--- config.mk ---
export PLATFORM = sky130hd
export DESIGN_NAME = bafr_ctrl
export DESIGN_NICKNAME = d
export VERILOG_FILES = /design/src/hdl/bafr_pkg.sv /design/src/hdl/bafr_ctrl.sv
export SDC_FILE = /design/constraint.sdc
export NUM_CORES = 1
export LEC_CHECK = 0
export ABC_AREA = 1
export BUFFER_PORTS_ARGS = -buffer_cell sky130_fd_sc_hd__buf_2
export CAP_MARGIN = 15
export CORE_AREA = 2 2 39 41
export DETAILED_ROUTE_END_ITERATION = 7
export DIE_AREA = 0 0 41 43
export PLACE_DENSITY = 0.58
export SETUP_SLACK_MARGIN = 0.15
export SLEW_MARGIN = 0
export SYNTH_ARGS = -nofsm -noshare
export SYNTH_HDL_FRONTEND = slang
export SYNTH_SLANG_ARGS = --single-unit
--- constraint.sdc ---
create_clock -name clk -period 0.9 [get_ports clk]
set_input_delay 0.135 -clock clk [delete_from_list [all_inputs] [get_ports clk]]
set_output_delay 0.135 -clock clk [all_outputs]
set_load 0.03 [all_outputs]
--- src/hdl/bafr_pkg.sv ---
// ----------------------------------------------------------------------------
// bafr_pkg: shared types and constants of the bump allocator with free ring
// request codes, controller states, command and status bundles, defaults
// ----------------------------------------------------------------------------
`default_nettype none

package bafr_pkg;

  // default sizes
  localparam int unsigned NUM_POOLS_DEF = 4;
  localparam longint unsigned REGION_BYTES_DEF = 64'd1073741824;
  localparam int unsigned ADDR_BITS_DEF = 48;

  // fixed field and storage widths
  localparam int unsigned RING_DEPTH = 256;
  localparam int unsigned SLOT_BITS = 8;
  localparam int unsigned OFFSET_BITS = 40;
  localparam int unsigned KIND_BITS = 3;
  localparam int unsigned POOL_IN_BITS = 2;
  localparam int unsigned SIZE_BITS = 32;
  localparam int unsigned ALIGN_BITS = 32;
  localparam int unsigned PORT_ADDR_BITS = 48;

  // reuse only when more than this many blocks are queued
  localparam logic [SLOT_BITS-1:0] REUSE_MIN = 8'd2;

  // request codes
  typedef enum logic [KIND_BITS-1:0] {
    REQ_ALLOC    = 3'd0,
    REQ_ALIGNED  = 3'd1,
    REQ_FREE     = 3'd2,
    REQ_SET_BASE = 3'd3,
    REQ_ADV_BASE = 3'd4
  } req_kind_t;

  // controller states
  typedef enum logic [2:0] {
    S_IDLE,
    S_DECODE,
    S_REUSE,
    S_ADDR,
    S_PAD,
    S_APPLY,
    S_BUMP,
    S_RESULT
  } ctrl_state_t;

  // controller to datapath
  typedef struct packed {
    logic capture;
    logic set_base;
    logic adv_base;
    logic free_push;
    logic reuse_pop;
    logic form_addr;
    logic calc_pad;
    logic apply_pad;
    logic bump;
  } dp_cmd_t;

  // datapath to controller
  typedef struct packed {
    logic [KIND_BITS-1:0] kind;
    logic                 pool_ok;
    logic                 reuse_ok;
  } dp_status_t;

endpackage

`default_nettype wire

--- src/hdl/bafr_ctrl.sv ---
// ----------------------------------------------------------------------------
// bafr_ctrl: request sequencer
// steps the datapath through the phases of one request and marks the result
// ----------------------------------------------------------------------------
`default_nettype none

module bafr_ctrl (
  input  wire logic                 clk,
  input  wire logic                 rst,
  input  wire logic                 start,
  input  bafr_pkg::dp_status_t      status,
  output bafr_pkg::dp_cmd_t         cmd,
  output logic                      busy,
  output logic                      done
);

  bafr_pkg::ctrl_state_t state, state_next;

  // state register
  always_ff @(posedge clk) begin
    if (rst) begin
      state <= bafr_pkg::S_IDLE;
    end else begin
      state <= state_next;
    end
  end

  // next state and commands
  always_comb begin
    state_next = state;
    cmd        = '0;
    busy       = 1'b1;
    done       = 1'b0;
    case (state)
      bafr_pkg::S_IDLE: begin
        busy = 1'b0;
        if (start) begin
          cmd.capture = 1'b1;
          state_next  = bafr_pkg::S_DECODE;
        end
      end
      bafr_pkg::S_DECODE: begin
        state_next = bafr_pkg::S_RESULT;
        if (status.pool_ok) begin
          case (status.kind)
            bafr_pkg::REQ_ALLOC: begin
              if (status.reuse_ok) begin
                state_next = bafr_pkg::S_REUSE;
              end else begin
                state_next = bafr_pkg::S_ADDR;
              end
            end
            bafr_pkg::REQ_ALIGNED:  state_next = bafr_pkg::S_ADDR;
            bafr_pkg::REQ_FREE:     cmd.free_push = 1'b1;
            bafr_pkg::REQ_SET_BASE: cmd.set_base = 1'b1;
            bafr_pkg::REQ_ADV_BASE: cmd.adv_base = 1'b1;
            default:                state_next = bafr_pkg::S_RESULT;
          endcase
        end
      end
      bafr_pkg::S_REUSE: begin
        cmd.reuse_pop = 1'b1;
        state_next    = bafr_pkg::S_RESULT;
      end
      bafr_pkg::S_ADDR: begin
        cmd.form_addr = 1'b1;
        if (status.kind == bafr_pkg::REQ_ALIGNED) begin
          state_next = bafr_pkg::S_PAD;
        end else begin
          state_next = bafr_pkg::S_BUMP;
        end
      end
      bafr_pkg::S_PAD: begin
        cmd.calc_pad = 1'b1;
        state_next   = bafr_pkg::S_APPLY;
      end
      bafr_pkg::S_APPLY: begin
        cmd.apply_pad = 1'b1;
        state_next    = bafr_pkg::S_BUMP;
      end
      bafr_pkg::S_BUMP: begin
        cmd.bump   = 1'b1;
        state_next = bafr_pkg::S_RESULT;
      end
      bafr_pkg::S_RESULT: begin
        done       = 1'b1;
        state_next = bafr_pkg::S_IDLE;
      end
      default: begin
        state_next = bafr_pkg::S_IDLE;
      end
    endcase
  end

endmodule

`default_nettype wire

# Word level (Yosys, flattened, before mapping)
# Index checks and enable logic that the tools add are counted.
[classes]
eq_ne = 12
mux = 20
reduce_logical = 3
[ops]
columns = ["cell", "count"]
rows = [
  ["$pmux W3 S7", 1],
  ["$eq A3 B3 Y1 const B", 5],
  ["$mux W1", 13],
  ["$eq A3 B2 Y1 const B", 4],
  ["$mux W3", 4],
  ["$eq A3 B1 Y1 const B", 2],
  ["$logic_not A3 Y1", 2],
  ["$pmux W3 S2", 1],
  ["$mux W2", 1],
  ["$ne A2 B2 Y1 const B", 1],
  ["$reduce_or A2 Y1", 1],
]
[word_totals]
register_bits = 3
inputBits = 8
output_inout_bits = 11
elab_cells = 36

# Depth between registers and ports, before layout
[depth]
depth_word = 4
ltp_mapped = 5
depth_no_buf = 5

# Worst setup path before layout
# OpenSTA, ideal clock, no wires.
[synth_path]
path_type = "register to output"
from = "register state[1]"
to = "output cmd[7] (netlist name)"
t_arrival_ps = 1236
required_ps = 765
path_slack_ps = -471
stages_incl_launch_ff = 4
n_path_buf = 0
cell_sequence = "dfxtp_1 > nor2_4 > nand2_1 > nor3_1"
[synth_lines]
columns = ["item", "line", "text"]
rows = [
  ["start, declared", "bafr_ctrl.sv:17", "bafr_pkg::ctrl_state_t state, state_next;"],
  ["start signal, assigned", "bafr_ctrl.sv:22", "state <= bafr_pkg::S_IDLE;"],
  ["start signal, assigned", "bafr_ctrl.sv:24", "state <= state_next;"],
  ["end, declared", "bafr_ctrl.sv:12", "output bafr_pkg::dp_cmd_t cmd,"],
]

==> flow_summary.yaml <==
timing:
  clock_skew_ns: 0.00744
  max_freq_ghz: 0.801
  worst_pin_slew_ns: 0.240
  setup_tns_ns: -3.39
  final-setup-viol-count: 14
  setup_ws_ns: -0.349
  rsz0062_at_grt: "true"
  layout_min_cycle_time_ns: 1.25
  fin_crit_sh: 1.39
  drv_slew: 0
  timing.hold.ws_ns: 0.0767
  hold_violations: 0
  max_slew_margin: 0.840
detailed_routing:
  post_drt_wl_per_cell_um: 8.79
  drt_pass1_iterations: 2
  drt_iter0_markers: 1
  drc: 0
  ant_nets: 0
  vias_per_cell: 4.02
  wirelength_um: 853
  num_vias: 390
floorplanning:
  rows: 14
  top_level_ports: 19
  core_um2: 1380
  die-area_um2: 1760
  start_util: 0.184
  die_w_um: 41
  die_h_um: 43
critical_path:
  crit_path_end_kind: "output port"
  required_ns: 0.76
  cp_max_fo: 4
  r2r_cells: 6
  worstSetupPathType: "flop to output port"
  r2r-end: "state[1]"
  crit_path_start_kind: "flop"
  crit_end: "cmd[8]"
  cp_data_arrival_time_ns: 1.11
  cp-startpoint: "state[1]"
  r2r-start: "state[0]"
  r2r_setup_slack_ns: -0.07
clock_network:
  cts_hold_buf: 0
  cts.sinks: 3
  insertion_delay_ns: 0.24
  cts_tree: "yes"
  htree_num_levels: 1
  ctsRootBufferMaster: "clkbuf_4"
  numCtsBuffers: 3
  clk_pin_slew_ns: 0.04
  clock_path_buffers: 2
global_route:
  grt.busiest_layer: "met2"
  gr-usage-met3: 0.0314
  grtUsageMet2: 0.194
  first_global_vias: 371
  grtUsageTotal: 0.117
  grt_max_degree: 6
  grt_first_pass_wirelength_um: 1390
  grt-ovfl-total: 0
  antenna_found_initial: 0
  grtUsageMet1: 0.128
status:
  status: "complete, but fails checks"
  violations: "setup timing"
placement:
  gp_congestion: 0.752
  numPortBuffers: 18
  dp_hpwl_um: 641
  pre_cts_slack_ns: -0.168
finish:
  drive_gt1_frac: 0.728
  seq_area_um2: 68.8
  areaGrowthSynthToFinish_pct: 179
  largest_register_ffs: 3
  antenna_cells: 0
  regMostFlops: "state"
  multi_input_area_um2: 262
  fillers: 145
  largestRegisters: "state: 3 flops"
  nets: 90
logic_synthesis:
  syn_area_um2: 254
  synthDistinctLibCells: 13
  yosys_warnings: 0
  avgSynthCellArea_um2: 5.77
  syn-num-nets: 52
  ys_ff_latch: 3
  syn_inst: 44
  seq_area_frac_synth: 0.236
power:
  p_leak_nw: 0.353
  power_density_nw_per_um2: 1440
  peakVddDrop_v: 0.000760
run:
  drv_cap: 0
hold_path:
  hp-class: "input port to flop"
layout by cell type (no fill, tap or decap):
cell type,synthesis,layout
nand3_4,0,1
nor2_4,1,5
o21bai_1,1,1
nand2_1,7,5
clkbuf_4,0,3
nand3b_1,1,1
buf_2,0,8
clkbuf_1,0,1
o21ai_1,0,1
inv_1,9,5
nand2_4,1,3
dfxtp_2,0,1
nand3_2,0,2
a21oi_1,1,1
nor3_4,0,3
buf_4,0,10
buf_6,0,15
nor2_1,11,5
inv_4,0,1
clkinv_8,0,1
nor2_2,0,2
dfxtp_4,0,2
inv_2,0,2
nand3_1,5,2
area by class of cell:
class                      count  share of cell area
timing repair buffer          33               0.400
clock buffer                   4              0.0370
sequential                     3              0.0970
multi-input combinational     32               0.369
inverter                       9              0.0688
tap                           16              0.0282
how the worst min path moves through the flow:
stage | from | end | slack (ns) | cells after the start
final | rst | state[2] | 0.08 | 2
after detailed placement | rst | state[2] | 0.32 | 2
after global placement | rst | state[2] | 0.32 | 2
after global routing | rst | state[2] | 0.08 | 2
after floorplan | rst | state[2] | 0.20 | 1
after CTS | rst | state[2] | 0.06 | 2
kinds of logic (layout without fill, tap and decap cells):
kind of cell	Yosys count	count (layout)	synth area share
and+or+nand+nor	29	29	0.562
buffers and inverters	9	46	0.133
AOI/OAI and AO/OA	3	3	0.0689
DFF	3	3	0.236
timing repair:
item	4_1_cts	5_1_grt
setup endpoints to repair	14	14
gates cloned	0	0
buffers inserted	1	1
pin swaps	4	2
resized for setup	33	6
synth_stat cells, drive strengths merged:
| cell type | instances | area (µm²) |
|---|---|---|
| a21oi | 1 | 5.00 |
| dfxtp | 3 | 60.1 |
| inv | 9 | 33.8 |
| nand2 | 8 | 37.5 |
| nand3 | 5 | 25.0 |
| nand3b | 1 | 7.51 |
| nor2 | 12 | 52.6 |
| nor3 | 3 | 20.0 |
| o21ai | 1 | 5.00 |
| o21bai | 1 | 7.51 |
where the power goes:
part / internal (mW) / switching, mW / leakage [nW] / total [mW]
clock: 0.167 / 0.0782 / 0.0150 / 0.245
combinational: 0.270 / 0.319 / 0.312 / 0.589
sequential: 0.160 / 0.0266 / 0.0264 / 0.186
per-layer routing:
metal,share of wire,wire (µm)
met2,0.53,452
met1,0.42,354
met5,0,0
met3,0.054,46
met4,0,0
through the flow:
stage | instance area [µm²] | utilization | cells | power [mW]
after floorplan | 334 | - | 44 | 0.462
after global placement | 542 | 0.392 | 91 | 0.635
after detailed placement | 542 | 0.392 | 91 | 0.639
after CTS | 683 | 0.494 | 96 | 1.00
after global routing | 709 | 0.513 | 97 | 1.09
final | 709 | 0.513 | 97 | 1.02
worst max-delay path, cell delays in order (launching register included):
cell and delay [ns]:
dfxtp_4 0.35, nor2_4 0.13, buf_4 0.13, nand2_4 0.06
nor2_4 0.08, buf_6 0.13
(Power assumes the default switching activity.)
